===== config.mk =====
export PLATFORM = sky130hd
export DESIGN_NAME = bresenham_line_stepper
export DESIGN_NICKNAME = d
export VERILOG_FILES = /design/src/bls_pkg.sv /design/src/bls_setup.sv /design/src/bls_step.sv /design/src/bresenham_line_stepper.sv
export VERILOG_INCLUDE_DIRS = /design/src /design/src/src
export SDC_FILE = /design/constraint.sdc
export NUM_CORES = 1
export LEC_CHECK = 0
export BUFFER_PORTS_ARGS = -buffer_cell sky130_fd_sc_hd__clkbuf_2
export CAP_MARGIN = 20
export CELL_PAD_IN_SITES_DETAIL_PLACEMENT = 0
export CELL_PAD_IN_SITES_GLOBAL_PLACEMENT = 1
export CORE_AREA = 2 2 134 266
export CTS_CLUSTER_DIAMETER = 120
export DETAILED_ROUTE_END_ITERATION = 16
export DIE_AREA = 0 0 136 268
export GPL_TIMING_DRIVEN = 0
export PLACE_DENSITY_LB_ADDON = 0.1
export SLEW_MARGIN = 40
export SYNTH_ARGS = -nofsm -noshare
export SYNTH_HDL_FRONTEND = slang
export SYNTH_SLANG_ARGS = --single-unit

===== constraint.sdc =====
create_clock -name clock -period 8.5 [get_ports clock]
set_clock_uncertainty 0.15 [all_clocks]
set_input_delay 1.7 -clock clock [delete_from_list [all_inputs] [get_ports clock]]
set_output_delay 1.7 -clock clock [all_outputs]
set_load 0.005 [all_outputs]

===== src/bresenham_line_stepper_macros.svh =====
// Assertion macros used by the line stepper RTL.
`ifndef BRESENHAM_LINE_STEPPER_MACROS_SVH
`define BRESENHAM_LINE_STEPPER_MACROS_SVH

// cond implies expr in the same cycle
`define BLS_ASSERT_NOW(label, cond, expr, msg) \
   label: assert property (@(posedge clock) disable iff (reset) (cond) |-> (expr)) \
      else $error(msg);

// cond implies expr in the next cycle
`define BLS_ASSERT_NEXT(label, cond, expr, msg) \
   label: assert property (@(posedge clock) disable iff (reset) (cond) |=> (expr)) \
      else $error(msg);

`endif


===== src/bls_pkg.sv =====
// Shared request codes and direction flags for the line stepper.
package bls_pkg;

   typedef enum logic {
      REQ_START = 1'b0,
      REQ_STEP  = 1'b1
   } req_kind_type;

   typedef struct packed {
      logic steep;
      logic minor_neg;
   } line_dir_type;

endpackage


===== src/bls_setup.sv =====
// Line setup: classify, order endpoints, first pixel and initial error term.
module bls_setup #(
   parameter int COORD_BITS = 12
) (
   input  logic signed [COORD_BITS-1:0] start_x,
   input  logic signed [COORD_BITS-1:0] start_y,
   input  logic signed [COORD_BITS-1:0] end_x,
   input  logic signed [COORD_BITS-1:0] end_y,
   output logic        [COORD_BITS-1:0] first_x,
   output logic        [COORD_BITS-1:0] first_y,
   output logic        [COORD_BITS:0]   major_delta,
   output logic        [COORD_BITS:0]   minor_delta,
   output logic        [COORD_BITS+2:0] err_init,
   output bls_pkg::line_dir_type        dir
);

   logic signed [COORD_BITS:0] dx;
   logic signed [COORD_BITS:0] dy;
   logic        [COORD_BITS:0] adx;
   logic        [COORD_BITS:0] ady;
   logic                       steep;
   logic                       swap;
   logic                       minor_pos;
   logic                       minor_neg;

   assign dx  = {end_x[COORD_BITS-1], end_x} - {start_x[COORD_BITS-1], start_x};
   assign dy  = {end_y[COORD_BITS-1], end_y} - {start_y[COORD_BITS-1], start_y};
   assign adx = dx[COORD_BITS] ? -dx : dx;
   assign ady = dy[COORD_BITS] ? -dy : dy;

   assign steep = !(ady < adx);
   assign swap  = steep ? (start_y > end_y) : (start_x > end_x);

   always_comb begin
      if (steep) begin
         minor_pos = !dx[COORD_BITS] && (|dx);
         minor_neg = dx[COORD_BITS];
      end else begin
         minor_pos = !dy[COORD_BITS] && (|dy);
         minor_neg = dy[COORD_BITS];
      end
   end

   assign first_x       = swap ? end_x : start_x;
   assign first_y       = swap ? end_y : start_y;
   assign major_delta   = steep ? ady : adx;
   assign minor_delta   = steep ? adx : ady;
   assign dir.steep     = steep;
   assign dir.minor_neg = swap ? minor_pos : minor_neg;
   assign err_init      = {1'b0, minor_delta, 1'b0} - {2'b00, major_delta};

endmodule


===== src/bls_step.sv =====
// Single Bresenham step: advance the major axis, maybe the minor, update error and count.
module bls_step #(
   parameter int COORD_BITS = 12
) (
   input  logic [COORD_BITS-1:0] pos_x,
   input  logic [COORD_BITS-1:0] pos_y,
   input  logic [COORD_BITS+2:0] err_term,
   input  logic [COORD_BITS:0]   major_delta,
   input  logic [COORD_BITS:0]   minor_delta,
   input  logic [COORD_BITS:0]   pixels_left,
   input  bls_pkg::line_dir_type dir,
   output logic [COORD_BITS-1:0] next_x,
   output logic [COORD_BITS-1:0] next_y,
   output logic [COORD_BITS+2:0] next_err,
   output logic [COORD_BITS:0]   next_left
);

   logic                  move_minor;
   logic [COORD_BITS+2:0] err_inc;
   logic [COORD_BITS-1:0] minor_inc;
   logic [COORD_BITS-1:0] minor_add;

   assign move_minor = !err_term[COORD_BITS+2] && (|err_term);
   assign err_inc    = move_minor ?
                       ({1'b0, minor_delta, 1'b0} - {1'b0, major_delta, 1'b0}) :
                       {1'b0, minor_delta, 1'b0};
   assign next_err   = err_term + err_inc;
   assign minor_inc  = dir.minor_neg ? {COORD_BITS{1'b1}} : COORD_BITS'(1);
   assign minor_add  = move_minor ? minor_inc : '0;

   always_comb begin
      if (dir.steep) begin
         next_x = pos_x + minor_add;
         next_y = pos_y + COORD_BITS'(1);
      end else begin
         next_x = pos_x + COORD_BITS'(1);
         next_y = pos_y + minor_add;
      end
   end

   assign next_left = pixels_left - (COORD_BITS+1)'(1);

endmodule


===== src/bresenham_line_stepper.sv =====
// Bresenham line stepper top level: input register, line state, result register.
// A transferred request waits in the input register until the result register can
// advance; its pixel is then registered. One request per cycle unless rsp_stall holds.
// Start emits the first pixel; each step emits one pixel; step while idle emits none.
// Reset (synchronous, active high) empties both registers and clears the line state.
`include "bresenham_line_stepper_macros.svh"

module bresenham_line_stepper #(
   parameter int COORD_BITS = 12
) (
   input  logic                         clock,
   input  logic                         reset,
   input  logic                         req_valid,
   output logic                         req_stall,
   input  logic                         req_type,
   input  logic signed [COORD_BITS-1:0] req_start_x,
   input  logic signed [COORD_BITS-1:0] req_start_y,
   input  logic signed [COORD_BITS-1:0] req_end_x,
   input  logic signed [COORD_BITS-1:0] req_end_y,
   output logic                         rsp_valid,
   input  logic                         rsp_stall,
   output logic signed [COORD_BITS-1:0] rsp_pixel_x,
   output logic signed [COORD_BITS-1:0] rsp_pixel_y,
   output logic                         rsp_last_pixel
);

   logic                         in_valid_ff;
   logic                         in_type_ff;
   logic signed [COORD_BITS-1:0] in_start_x_ff;
   logic signed [COORD_BITS-1:0] in_start_y_ff;
   logic signed [COORD_BITS-1:0] in_end_x_ff;
   logic signed [COORD_BITS-1:0] in_end_y_ff;

   logic [COORD_BITS-1:0] pos_x_ff,       pos_x_in;
   logic [COORD_BITS-1:0] pos_y_ff,       pos_y_in;
   logic [COORD_BITS+2:0] err_term_ff,    err_term_in;
   logic [COORD_BITS:0]   major_delta_ff, major_delta_in;
   logic [COORD_BITS:0]   minor_delta_ff, minor_delta_in;
   logic [COORD_BITS:0]   pixels_left_ff, pixels_left_in;
   bls_pkg::line_dir_type dir_ff,         dir_in;
   logic                  busy_ff,        busy_in;

   logic                         rsp_valid_ff,  rsp_valid_in;
   logic signed [COORD_BITS-1:0] rsp_x_ff;
   logic signed [COORD_BITS-1:0] rsp_y_ff;
   logic                         rsp_last_ff;

   logic                  req_xfer;
   logic                  advance;
   logic                  fire;
   logic                  is_start;
   logic                  emit;

   logic [COORD_BITS-1:0] setup_x;
   logic [COORD_BITS-1:0] setup_y;
   logic [COORD_BITS:0]   setup_major;
   logic [COORD_BITS:0]   setup_minor;
   logic [COORD_BITS+2:0] setup_err;
   bls_pkg::line_dir_type setup_dir;

   logic [COORD_BITS-1:0] step_x;
   logic [COORD_BITS-1:0] step_y;
   logic [COORD_BITS+2:0] step_err;
   logic [COORD_BITS:0]   step_left;

   bls_setup #(.COORD_BITS(COORD_BITS)) u_setup (
      .start_x     (in_start_x_ff),
      .start_y     (in_start_y_ff),
      .end_x       (in_end_x_ff),
      .end_y       (in_end_y_ff),
      .first_x     (setup_x),
      .first_y     (setup_y),
      .major_delta (setup_major),
      .minor_delta (setup_minor),
      .err_init    (setup_err),
      .dir         (setup_dir)
   );

   bls_step #(.COORD_BITS(COORD_BITS)) u_step (
      .pos_x       (pos_x_ff),
      .pos_y       (pos_y_ff),
      .err_term    (err_term_ff),
      .major_delta (major_delta_ff),
      .minor_delta (minor_delta_ff),
      .pixels_left (pixels_left_ff),
      .dir         (dir_ff),
      .next_x      (step_x),
      .next_y      (step_y),
      .next_err    (step_err),
      .next_left   (step_left)
   );

   assign advance   = !rsp_valid_ff || !rsp_stall;
   assign req_stall = in_valid_ff && !advance;
   assign req_xfer  = req_valid && !req_stall;
   assign fire      = in_valid_ff && advance;
   assign is_start  = (in_type_ff == bls_pkg::REQ_START);
   assign emit      = is_start || busy_ff;

   always_ff @(posedge clock) begin
      if (reset) begin
         in_valid_ff <= 1'b0;
      end else if (req_xfer) begin
         in_valid_ff <= 1'b1;
      end else if (advance) begin
         in_valid_ff <= 1'b0;
      end
   end

   always_ff @(posedge clock) begin
      if (req_xfer) begin
         in_type_ff    <= req_type;
         in_start_x_ff <= req_start_x;
         in_start_y_ff <= req_start_y;
         in_end_x_ff   <= req_end_x;
         in_end_y_ff   <= req_end_y;
      end
   end

   always_comb begin
      pos_x_in       = pos_x_ff;
      pos_y_in       = pos_y_ff;
      err_term_in    = err_term_ff;
      major_delta_in = major_delta_ff;
      minor_delta_in = minor_delta_ff;
      pixels_left_in = pixels_left_ff;
      dir_in         = dir_ff;
      busy_in        = busy_ff;
      if (fire && is_start) begin
         pos_x_in       = setup_x;
         pos_y_in       = setup_y;
         err_term_in    = setup_err;
         major_delta_in = setup_major;
         minor_delta_in = setup_minor;
         pixels_left_in = setup_major;
         dir_in         = setup_dir;
         busy_in        = (setup_major != '0);
      end else if (fire && busy_ff) begin
         pos_x_in       = step_x;
         pos_y_in       = step_y;
         err_term_in    = step_err;
         pixels_left_in = step_left;
         busy_in        = (step_left != '0);
      end
   end

   always_ff @(posedge clock) begin
      if (reset) begin
         pos_x_ff       <= '0;
         pos_y_ff       <= '0;
         err_term_ff    <= '0;
         major_delta_ff <= '0;
         minor_delta_ff <= '0;
         pixels_left_ff <= '0;
         dir_ff         <= '0;
         busy_ff        <= 1'b0;
      end else begin
         pos_x_ff       <= pos_x_in;
         pos_y_ff       <= pos_y_in;
         err_term_ff    <= err_term_in;
         major_delta_ff <= major_delta_in;
         minor_delta_ff <= minor_delta_in;
         pixels_left_ff <= pixels_left_in;
         dir_ff         <= dir_in;
         busy_ff        <= busy_in;
      end
   end

   always_comb begin
      rsp_valid_in = rsp_valid_ff && rsp_stall;
      if (fire) begin
         rsp_valid_in = emit;
      end
   end

   always_ff @(posedge clock) begin
      if (reset) begin
         rsp_valid_ff <= 1'b0;
      end else begin
         rsp_valid_ff <= rsp_valid_in;
      end
   end

   always_ff @(posedge clock) begin
      if (fire) begin
         rsp_x_ff    <= pos_x_in;
         rsp_y_ff    <= pos_y_in;
         rsp_last_ff <= (pixels_left_in == '0);
      end
   end

   assign rsp_valid      = rsp_valid_ff;
   assign rsp_pixel_x    = rsp_x_ff;
   assign rsp_pixel_y    = rsp_y_ff;
   assign rsp_last_pixel = rsp_last_ff;

   `BLS_ASSERT_NOW(a_busy_matches_left, 1'b1, busy_ff == (pixels_left_ff != '0), "busy flag out of step with pixel count")
   `BLS_ASSERT_NOW(a_last_means_idle, rsp_valid_ff, rsp_last_ff == !busy_ff, "last pixel flag disagrees with line state")
   `BLS_ASSERT_NEXT(a_step_counts_down, fire && !is_start && busy_ff, pixels_left_ff == $past(pixels_left_ff) - (COORD_BITS+1)'(1), "step did not consume one pixel")

endmodule


# Yosys cells after proc, flatten, opt, wreduce, memory -nomap -nowiden
# Index checks and enable logic that the tools add are counted.
dict set report word_totals {
  regBits 157
  in_bits 53
  out_inout_bits 27
  elab_cells 90
}
dict set report classes {
  add_sub_neg 12
  order_cmp 3
  muxes 28
  bitwise_logic 1
  n_reduce_logical 27
}
# cell n
set ops {}
lappend ops {{two-way mux 12 bit} 10}
lappend ops {{two-way mux 13 bit} 6}
lappend ops {{two-way mux 15 bit} 3}
lappend ops {{negator 13 bit} 2}
lappend ops {{nonzero test 13 bit} 2}
lappend ops {{OR reduction 13 bit} 2}
lappend ops {{subtractor 12 x 12 -> 13 bit} 2}
lappend ops {{adder 12 x 1 -> 12 bit, second input constant} 2}
lappend ops {{adder 12 bit} 2}
lappend ops {{> comparator 12 bit} 2}
lappend ops {{adder 15 bit} 1}
lappend ops {{OR reduction 15 bit} 1}
lappend ops {{subtractor 14 x 13 -> 15 bit} 1}
lappend ops {{subtractor 14 x 14 -> 15 bit} 1}
lappend ops {{zero test 13 bit} 1}
lappend ops {{less-than comparator 13 bit} 1}
lappend ops {{subtractor 13 x 1 -> 13 bit, second input constant} 1}
lappend ops {{logical AND 1 bit} 9}
lappend ops {{two-way mux 1 bit} 9}
lappend ops {{zero test 1 bit} 8}
lappend ops {{nonzero test 2 bit} 2}
lappend ops {{logical OR 1 bit} 2}
lappend ops {{inverter 1 bit} 1}

# Longest topological paths before layout
# Gate-level depths: netlist (run 1).
dict set report depth {
  word_depth 7
  depth_mapped 34
  mapped_depth_nobuf 29
}

# Cells and area by module
# A second synthesis (run 1) with hierarchy kept.
dict set report hier_totals {
  cells_unflattened 1441
  hier_area_um2 12112.9
}
# mod n_inst cells_per_inst area_each_um2 seq_area_each_um2
set by_module_without_submodules {}
lappend by_module_without_submodules {bresenham_line_stepper 1 470 5527.8 3883.7}
lappend by_module_without_submodules {bls_setup 1 608 3973.8 0.0}
lappend by_module_without_submodules {bls_step 1 363 2611.3 0.0}

# Worst setup path before layout (run 1)
# OpenSTA, ideal clock, no wires.
dict set report synth_path {
  kind {reg2reg}
  start {reg in_start_x_ff[0]}
  end {reg err_term_ff[9]}
  setup_ns 0.091
  t_arrival_ns 6.501
  required_time_ns 8.259
  setup_slack_ns 1.758
  stages_incl_launch_ff 32
  synth_period_minus_slack_ns 6.742
  path_cell_list {edfxtp_1 ha_1 fa_1 nor2b_4 o31a_1 o21ai_1 a21o_1 a21oi_4 buf_6 mux2i_1 ha_1 a21o_1 a21o_1 a21oi_1 o21ai_0 nand2_1 a21oi_1 o221ai_1 o21a_1 buf_6 buf_6 buf_4 buf_2 buf_2 mux2i_1 ha_1 a21oi_1 mux2i_1 a2111oi_2 nor3_1 or3_1 a311oi_1}
}
dict set report synth_between {
  elab_chain_cells 7
}
# item line_no
set synth_lines {}
lappend synth_lines {{from (decl)} bresenham_line_stepper.sv:29} ;# logic signed [COORD_BITS-1:0] in_start_x_ff;
lappend synth_lines {{from (signal assigned)} bresenham_line_stepper.sv:113} ;# in_start_x_ff <= req_start_x;
lappend synth_lines {{subtractor 12 x 12 -> 13 bit *} bls_setup.sv:26} ;# assign dx = {end_x[COORD_BITS-1], end_x} - {start_x[COORD_BITS-1], start_x};
lappend synth_lines {{negator 13 bit} bls_setup.sv:28} ;# assign adx = dx[COORD_BITS] ? -dx : dx;
lappend synth_lines {{two-way mux 13 bit *} bls_setup.sv:28}
lappend synth_lines {{less-than comparator 13 bit} bls_setup.sv:31} ;# assign steep = !(ady < adx);
lappend synth_lines {{two-way mux 13 bit *} bls_setup.sv:47} ;# assign minor_delta = steep ? adx : ady;
lappend synth_lines {{named net setup_minor[1]} bresenham_line_stepper.sv:57} ;# logic [COORD_BITS:0] setup_minor;
lappend synth_lines {{subtractor 14 x 13 -> 15 bit *} bls_setup.sv:50} ;# assign err_init = {1'b0, minor_delta, 1'b0} - {2'b00, major_delta};
lappend synth_lines {{two-way mux 15 bit *} bresenham_line_stepper.sv:129} ;# if (fire && is_start) begin
lappend synth_lines {{to (signal assigned)} bresenham_line_stepper.sv:160} ;# err_term_ff <= err_term_in;
lappend synth_lines {{to (decl)} bresenham_line_stepper.sv:36} ;# logic [COORD_BITS+2:0] err_term_ff, err_term_in;
# The timed path passes the listed nets; every way through them passes the cells marked *.
# A chain may end at the register's enable or synchronous reset.

# Final worst setup path (run 1)
dict set report layout_path {
  start {reg in_start_x_ff[0]}
  end {reg err_term_ff[10]}
}
dict set report layout_between {
  elab_chain_cells 7
}
# item line_no
set layout_lines {}
lappend layout_lines {{subtractor 12 x 12 -> 13 bit *} bls_setup.sv:26}
lappend layout_lines {{negator 13 bit} bls_setup.sv:28}
lappend layout_lines {{two-way mux 13 bit *} bls_setup.sv:28}
lappend layout_lines {{less-than comparator 13 bit} bls_setup.sv:31}
lappend layout_lines {{two-way mux 13 bit (on tied branches)} {bls_setup.sv:47, bls_setup.sv:46}}
lappend layout_lines {{subtractor 14 x 13 -> 15 bit *} bls_setup.sv:50}
lappend layout_lines {{two-way mux 15 bit *} bresenham_line_stepper.sv:129}
# Mark *: on every way between the ends. The rest lies on a longest branch, timed or not.

==> impl_metrics.json, run 1 <==
{
  "status": "finished, final reports clean",
  "reg2regPathDepth": 30,
  "synthArstFlopShare": 0,
  "syn_to_final_growth_pct": 14.56,
  "design.core.area_mm2": 0.03435,
  "cts_hold_repair.buffers": 0,
  "die_height_um": 268,
  "synth.top_cells.by_area": "sky130_fd_sc_hd__edfxtp_1, sky130_fd_sc_hd__dfxtp_1, sky130_fd_sc_hd__ha_1",
  "area_of_the_mapped_netlist_mm2": 0.01186,
  "holdWs_ns": 0.3054,
  "yosysTopAreaCell": "sky130_fd_sc_hd__edfxtp_1",
  "multiInputGateArea_mm2": 0.007412,
  "dp_hpwl_mm": 33.46,
  "vias": 10290,
  "first_global_vias": 10550,
  "cts.clk_slew.worst_paths_ns": 0.07,
  "timing_worst_slew_pin_value_ns": 0.9177,
  "timing.final.crit_share": 0.9358,
  "wl_per_cell_um": 21.21,
  "layout.core_utilization": 0.3954,
  "synth_fp_nets": 1524,
  "grt_setup_unrepaired": "no",
  "grt-ovfl-total": 0,
  "drive_above_1_share": 0.1354,
  "grt_usage": 0.2313,
  "crit_path_end_kind": "register",
  "cts-root-buf": "sky130_fd_sc_hd__clkbuf_16",
  "routability_congestion_estimate_from_global_placement": 0.9014,
  "yosysWarnings": 0,
  "leakagePower_uw": 0.005640,
  "io_pins": 80,
  "overall_die_area_mm2": 0.03645,
  "insertion_delay_ns": 0.45,
  "irDropWorstVdd_mv": 0.1774,
  "holdCritPathClass": "reg2reg",
  "setup_viol_count_final": 0,
  "final_area_mm2": 0.01358,
  "drc": 0,
  "dp_cells": 1894,
  "route.final.wire_length_mm": 40.84,
  "wire_length_of_the_first_global_routing_pass_mm": 61.62,
  "syn_area_per_cell_um2": 8.649,
  "detailedRoute.firstIterationViolations": 430,
  "cts.sink_count": 157,
  "drv_slew": 0,
  "final_critical_path_required_period_ns": 7.954,
  "synth_edf_count": 74,
  "max_freq_mhz": 125.7,
  "timing.critical_path.slowest_cell_delay_ns": 0.53,
  "cp_slowest_cell": "sky130_fd_sc_hd__or4_4",
  "final_nets": 1625,
  "worst-path-max-fanout": 10,
  "power.density_cell_area_mw_per_mm2": 295.8,
  "start_util": 0.3452,
  "vias_per_cell": 5.342,
  "critPathKind": "reg2reg",
  "fillerInstances": 3631,
  "finalHoldViolations": 0,
  "dieWidth_um": 136,
  "h-tree-depth": 4,
  "clk_path_buf_depth": 2,
  "drt.antenna.violating_nets": 0,
  "cp_data_arrival_time_ns": 8.11,
  "layout.cells.non_filler": 1926,
  "critical_path.reg2reg.startpoint": "in_start_x_ff[0]$_DFFE_PP_",
  "netlist_instances": 1371,
  "yosysTopAreaCellShare": 0.1874,
  "synth.ff_latch_count": 157,
  "power.total_uw": 4018,
  "crit_required_ns": 8.65,
  "placedInstanceArea_mm2": 0.01291,
  "max_cap_violations": 0,
  "total_iterations_of_the_first_detailed_routing_run": 5,
  "reg2reg_slack_ns": 0.55,
  "worstHoldPathCells": 2,
  "io_buffers": 79,
  "grt_start_max_net_pins": 25,
  "hold_end": "major_delta_ff[1]$_SDFFE_PP0P_",
  "ys_seq_area_frac": 0.3275,
  "critical_path.reg2reg.endpoint": "err_term_ff[10]$_SDFFE_PP0P_",
  "worstSetupStartpointType": "register",
  "layout.area.seq_mm2": 0.003884,
  "synthFlopType": "sky130_fd_sc_hd__dfxtp_1",
  "grt_antenna_before_repair": 1,
  "antenna-diode-count": 0,
  "hold_start": "major_delta_ff[1]$_SDFFE_PP0P_",
  "placementRows": 96,
  "cts_tree": "yes",
  "synth.lib_cells_used.distinct": 85,
  "cts_made_buffers": 17,
  "remaining_max_slew_budget_at_the_tightest_pin": 0.3707,
  "timing.critical_path.from": "in_start_x_ff[0]$_DFFE_PP_"
}
sequential cells by signal, indices dropped and copies added (netlist names):
signal / flops
err_term_ff: 15
rsp_last_pixel: 1
in_type_ff: 1
busy_ff: 1
dir_ff: 2
rsp_valid: 1
rsp_pixel_x: 12
pixels_left_ff: 13
major_delta_ff: 13
in_start_y_ff: 12
in_start_x_ff: 12
in_valid_ff: 1
pos_x_ff: 12
rsp_pixel_y: 12
pos_y_ff: 12
in_end_x_ff: 12
minor_delta_ff: 13
in_end_y_ff: 12
synth_stat cells (19+ instances only):
library cell and count:
sky130_fd_sc_hd__inv_1 99, sky130_fd_sc_hd__ha_1 94, sky130_fd_sc_hd__clkbuf_1 45, sky130_fd_sc_hd__a21oi_1 130, sky130_fd_sc_hd__a211oi_1 19, sky130_fd_sc_hd__mux2i_1 43, sky130_fd_sc_hd__xnor2_1 63, sky130_fd_sc_hd__dfxtp_1 83
sky130_fd_sc_hd__o21bai_1 19, sky130_fd_sc_hd__mux2_2 23, sky130_fd_sc_hd__xor2_1 30, sky130_fd_sc_hd__edfxtp_1 74, sky130_fd_sc_hd__nor3_1 23, sky130_fd_sc_hd__nor2_1 114, sky130_fd_sc_hd__nand3_1 29, sky130_fd_sc_hd__o21ai_0 60
sky130_fd_sc_hd__and2_1 24, sky130_fd_sc_hd__nand2_1 125
worst max-delay path by stage:
stage,endpoint,cells after the start
2_1_floorplan,err_term_ff[9]$_SDFFE_PP0P_,31
3_3_place_gp,err_term_ff[9]$_SDFFE_PP0P_,31
3_5_place_dp,err_term_ff[9]$_SDFFE_PP0P_,31
4_1_cts,err_term_ff[10]$_SDFFE_PP0P_,32
5_1_grt,err_term_ff[10]$_SDFFE_PP0P_,30
6_report,err_term_ff[10]$_SDFFE_PP0P_,30
where the power goes:
| part | leakage, µW | internal (µW) | switching (µW) |
|---|---|---|---|
| combinational | 0.00396 | 904 | 1440 |
| sequential | 0.00139 | 857 | 40.3 |
| clock | 0.000293 | 412 | 366 |
worst max-delay path, delay by kind of cell, from the launching register on:
kind	cells	cell delay, ns
buffers and inverters	6	1.68
multiplexers	1	0.44
flip-flops	1	0.39
AO/OA/AOI/OAI	14	2.65
AND/OR/NAND/NOR	5	1.19
adder cells (fa/ha/maj)	4	1.30
metal layers:
layer  track usage  wire length, µm  vias up
met1        0.2190            13920     4879
met5             0                0        -
met2        0.4542            23170      215
met4        0.1523             2860        0
met3       0.02566              892       80
li1              -                -     5114
area by class of cell:
cell class,instances,area share
multi-input cells,1047,0.5456
flip-flops and latches,157,0.2859
well taps,441,0.04062
repair buffers,83,0.03509
clock buffers,19,0.03417
inverters,101,0.02791
plain buffers,65,0.02192
clock inverters,13,0.008750
layout by cell type, fill, tap and decap left out, types with 6 or more instances in the layout:
cell type / n
sky130_fd_sc_hd__a211oi_1: 19
sky130_fd_sc_hd__a31oi_1: 11
sky130_fd_sc_hd__xnor2_1: 59
sky130_fd_sc_hd__maj3_1: 8
sky130_fd_sc_hd__a21oi_1: 129
sky130_fd_sc_hd__clkbuf_16: 18
sky130_fd_sc_hd__and3_1: 9
sky130_fd_sc_hd__buf_2: 10
sky130_fd_sc_hd__a22oi_1: 17
sky130_fd_sc_hd__xor2_1: 28
sky130_fd_sc_hd__nand3_1: 29
sky130_fd_sc_hd__nand4_1: 10
sky130_fd_sc_hd__o21bai_1: 19
sky130_fd_sc_hd__nor4_1: 7
sky130_fd_sc_hd__and2_1: 24
sky130_fd_sc_hd__edfxtp_1: 74
sky130_fd_sc_hd__o221ai_1: 9
sky130_fd_sc_hd__fa_1: 6
sky130_fd_sc_hd__dfxtp_1: 83
sky130_fd_sc_hd__ha_1: 94
sky130_fd_sc_hd__mux2i_1: 41
sky130_fd_sc_hd__o21a_1: 8
sky130_fd_sc_hd__or3_1: 7
sky130_fd_sc_hd__o211ai_1: 11
sky130_fd_sc_hd__nor2_1: 114
sky130_fd_sc_hd__clkbuf_1: 45
sky130_fd_sc_hd__o21ai_0: 60
sky130_fd_sc_hd__a21o_1: 15
sky130_fd_sc_hd__clkbuf_2: 79
sky130_fd_sc_hd__mux2_2: 23
sky130_fd_sc_hd__inv_1: 99
sky130_fd_sc_hd__nor3_1: 23
sky130_fd_sc_hd__o21ai_1: 7
sky130_fd_sc_hd__nand2b_1: 14
sky130_fd_sc_hd__nand2_1: 125
sky130_fd_sc_hd__nor2b_1: 15
sky130_fd_sc_hd__or2_2: 6
cells by family after synthesis:
family / synth area share
buffers and inverters: 0.05719
XOR/XNOR: 0.07006
AND/OR/NAND/NOR: 0.1624
multiplexers: 0.06131
AO/OA/AOI/OAI: 0.2054
adder cells (fa/ha/maj): 0.1161
flip-flops: 0.3275
per-stage QoR:
step / worst slack, ns / TNS, ns
3_5_place_dp: -0.1377 / -0.2448
3_3_place_gp: -0.4033 / -1.351
4_1_cts: 0.04410 / 0
2_1_floorplan: 1.758 / 0
6_report: 0.5455 / 0
5_1_grt: 0.1681 / 0
what timing repair did:
action                     CTS  global route
buffers inserted             0             0
setup endpoints to repair    4             9
resized for setup            3             8
Power figures use the tool's default switching activity.
==> run 2: changes to the inputs <==
- ABC_AREA: not set -> 1
- CORE_AREA: 2 2 134 266 -> 2 2 187 189
- DIE_AREA: 0 0 136 268 -> 0 0 189 191
- TNS_END_PERCENT: not set -> 30
==> impl_metrics.json, run 2 <==
{
  "status": "finished, final reports clean",
  "setup_viol_count_final": 0,
  "reg2regPathDepth": 40,
  "io_pins": 80,
  "cts_hold_repair.buffers": 0,
  "placementRows": 68,
  "ys_seq_area_frac": 0.3284,
  "dp_cells": 2210,
  "cts_setup_buffers": 0,
  "grt_start_max_net_pins": 46,
  "timing.final.crit_share": 0.8123,
  "irDropWorstVdd_mv": 0.1664,
  "grt-ovfl-total": 0,
  "final_area_mm2": 0.01345,
  "power_share_of_the_combinational_group": 0.569,
  "reg2reg_slack_ns": 1.60,
  "cts.clk_slew.worst_paths_ns": 0.08,
  "multiInputGateArea_mm2": 0.006728,
  "synth.top_cells.by_area": "sky130_fd_sc_hd__edfxtp_1, sky130_fd_sc_hd__nand2_1, sky130_fd_sc_hd__dfxtp_1",
  "cp_slowest_cell": "sky130_fd_sc_hd__o21ai_0",
  "drt.antenna.violating_nets": 0,
  "critical_path.reg2reg.startpoint": "in_start_y_ff[0]$_DFFE_PP_",
  "holdCritPathClass": "reg2reg",
  "finalHoldViolations": 0,
  "yosysMostFrequentCell": "sky130_fd_sc_hd__nand2_1",
  "timing.critical_path.slowest_cell_delay_ns": 0.51,
  "post_cts_sizing_count": 0,
  "synth.ff_latch_count": 157,
  "cts_tree": "yes",
  "placedInstanceArea_mm2": 0.01283,
  "final_critical_path_required_period_ns": 6.905,
  "clock_power_share": 0.204,
  "layout.cells.non_filler": 2242,
  "vias_per_cell": 4.856,
  "io_buffers": 78,
  "cts-root-buf": "sky130_fd_sc_hd__clkbuf_16",
  "synthArstFlopShare": 0,
  "synth_edf_count": 74,
  "critPathKind": "reg2reg",
  "h-tree-depth": 4,
  "vias": 10890,
  "crit_required_ns": 8.74,
  "timing.setup.tns_ns": 0,
  "worst-path-max-fanout": 10,
  "route.final.wire_length_mm": 37.29,
  "most-common-layout-cells": "sky130_fd_sc_hd__nand2_1, sky130_fd_sc_hd__inv_1, sky130_fd_sc_hd__a21oi_1",
  "critical_path.reg2reg.endpoint": "err_term_ff[12]$_SDFFE_PP0P_",
  "total_iterations_of_the_first_detailed_routing_run": 4,
  "fillerInstances": 3648,
  "seq_power_share": 0.227,
  "timing_worst_slew_pin_value_ns": 0.8371,
  "antenna-diode-count": 0,
  "largest_reg_flops": 15,
  "leakagePower_uw": 0.006637,
  "drv_slew": 0,
  "dp_hpwl_mm": 30.21,
  "routability_congestion_estimate_from_global_placement": 0.8188,
  "synth_fp_nets": 1828,
  "design.core.area_mm2": 0.03412,
  "first_global_vias": 10540,
  "remaining_max_slew_budget_at_the_tightest_pin": 0.4360,
  "layout.area.seq_mm2": 0.003884,
  "cp_data_arrival_time_ns": 7.15,
  "switching_share": 0.4969,
  "yosysTopAreaCellShare": 0.1879,
  "yosysTopAreaCell": "sky130_fd_sc_hd__edfxtp_1",
  "synth.lib_cells_used.distinct": 50,
  "worstSetupStartpointType": "register",
  "drive_above_1_share": 0.1063,
  "dieWidth_um": 189,
  "power.density_cell_area_mw_per_mm2": 295.8,
  "clk_path_buf_depth": 2,
  "synthFlopType": "sky130_fd_sc_hd__dfxtp_1",
  "cts_made_buffers": 17,
  "wl_per_cell_um": 16.63,
  "netlist_instances": 1675,
  "yosysWarnings": 0,
  "area_of_the_mapped_netlist_mm2": 0.01183,
  "syn_area_per_cell_um2": 7.061,
  "grt_antenna_before_repair": 0,
  "crit_path_end_kind": "register",
  "registers.top_by_ff_count": "err_term_ff",
  "max_cap_violations": 0,
  "wire_length_of_the_first_global_routing_pass_mm": 58.62,
  "timing.critical_path.from": "in_start_y_ff[0]$_DFFE_PP_",
  "final_common_cell": "sky130_fd_sc_hd__nand2_1",
  "syn_to_final_growth_pct": 13.71,
  "crit_end": "err_term_ff[12]$_SDFFE_PP0P_",
  "max_freq_mhz": 144.8,
  "drc": 0,
  "detailedRoute.firstIterationViolations": 626,
  "synth_common_cells": "sky130_fd_sc_hd__nand2_1, sky130_fd_sc_hd__inv_1, sky130_fd_sc_hd__a21oi_1",
  "cts.sink_count": 157,
  "insertion_delay_ns": 0.46,
  "die_height_um": 191,
  "start_util": 0.3466,
  "switching_power_uw": 1977,
  "power_report.internal_total_uw": 2002,
  "final_nets": 1927,
  "grt_usage": 0.2141,
  "grt_setup_unrepaired": "no",
  "overall_die_area_mm2": 0.03610
}
[run 2: kinds of logic after synthesis]
logic type / count (synthesis) / share of synthesized area
DFF: 157 / 0.3284
AOI/OAI and AO/OA: 320 / 0.1574
and+or+nand+nor: 738 / 0.2649
buffers and inverters: 315 / 0.1041
xor gates and xnor gates: 45 / 0.03555
adders and majority gates: 100 / 0.1096
[run 2: worst max-delay path: cells and delay by family, from the launching register on]
kind	cells	cell delay (ns)
AND/OR/NAND/NOR	17	1.62
AO/OA/AOI/OAI	8	1.50
buffers and inverters	9	1.26
XOR/XNOR	2	0.54
flip-flops	1	0.40
adder cells (fa/ha/maj)	4	1.35
[run 2: power groups by stage]
stage | Combinational, µW | Clock (µW) | Sequential (µW)
after global routing | 2610 | 858 | 911
final | 2260 | 810 | 903
after floorplan | 1670 | 0 | 909
after detailed placement | 2260 | 0 | 920
after global placement | 2260 | 0 | 921
after CTS | 2270 | 830 | 904
[run 2: through the flow]
step / power [µW] / worst slack (ns) / util / hold slack, ns
after floorplan: 2575 / 3.027 / - / 0.2940
after global placement: 3176 / 1.383 / 0.3748 / 0.3060
after detailed placement: 3182 / 1.626 / 0.3759 / 0.3117
after CTS: 4008 / 1.598 / 0.3939 / 0.3224
after global routing: 4376 / 1.023 / 0.3942 / 0.3420
final: 3978 / 1.595 / 0.3942 / 0.3210
[run 2: cell type report]
class,count,share of cell area
buffer,46,0.01656
sequential,157,0.2888
multi-input combinational,1203,0.5003
tap,455,0.04233
timing repair buffer,80,0.03108
clock inverter,15,0.01405
clock buffer,17,0.03163
inverter,269,0.07527
[run 2: metal layers]
layer,global-route usage,part of all wire
met2,0.3615,0.46
met3,0.03048,0.030
met4,0.04718,0.013
met1,0.2897,0.49
met5,0,0
[run 2: worst min-delay path by stage]
stage | slack [ns] | endpoint | depth (start not counted) | from
after floorplan | 0.29 | busy_ff$_SDFFE_PP0P_ | 2 | busy_ff$_SDFFE_PP0P_
after global placement | 0.31 | busy_ff$_SDFFE_PP0P_ | 2 | busy_ff$_SDFFE_PP0P_
after detailed placement | 0.31 | major_delta_ff[5]$_SDFFE_PP0P_ | 2 | major_delta_ff[5]$_SDFFE_PP0P_
after CTS | 0.32 | major_delta_ff[5]$_SDFFE_PP0P_ | 2 | major_delta_ff[5]$_SDFFE_PP0P_
after global routing | 0.34 | major_delta_ff[1]$_SDFFE_PP0P_ | 2 | major_delta_ff[1]$_SDFFE_PP0P_
final | 0.32 | major_delta_ff[5]$_SDFFE_PP0P_ | 2 | major_delta_ff[5]$_SDFFE_PP0P_
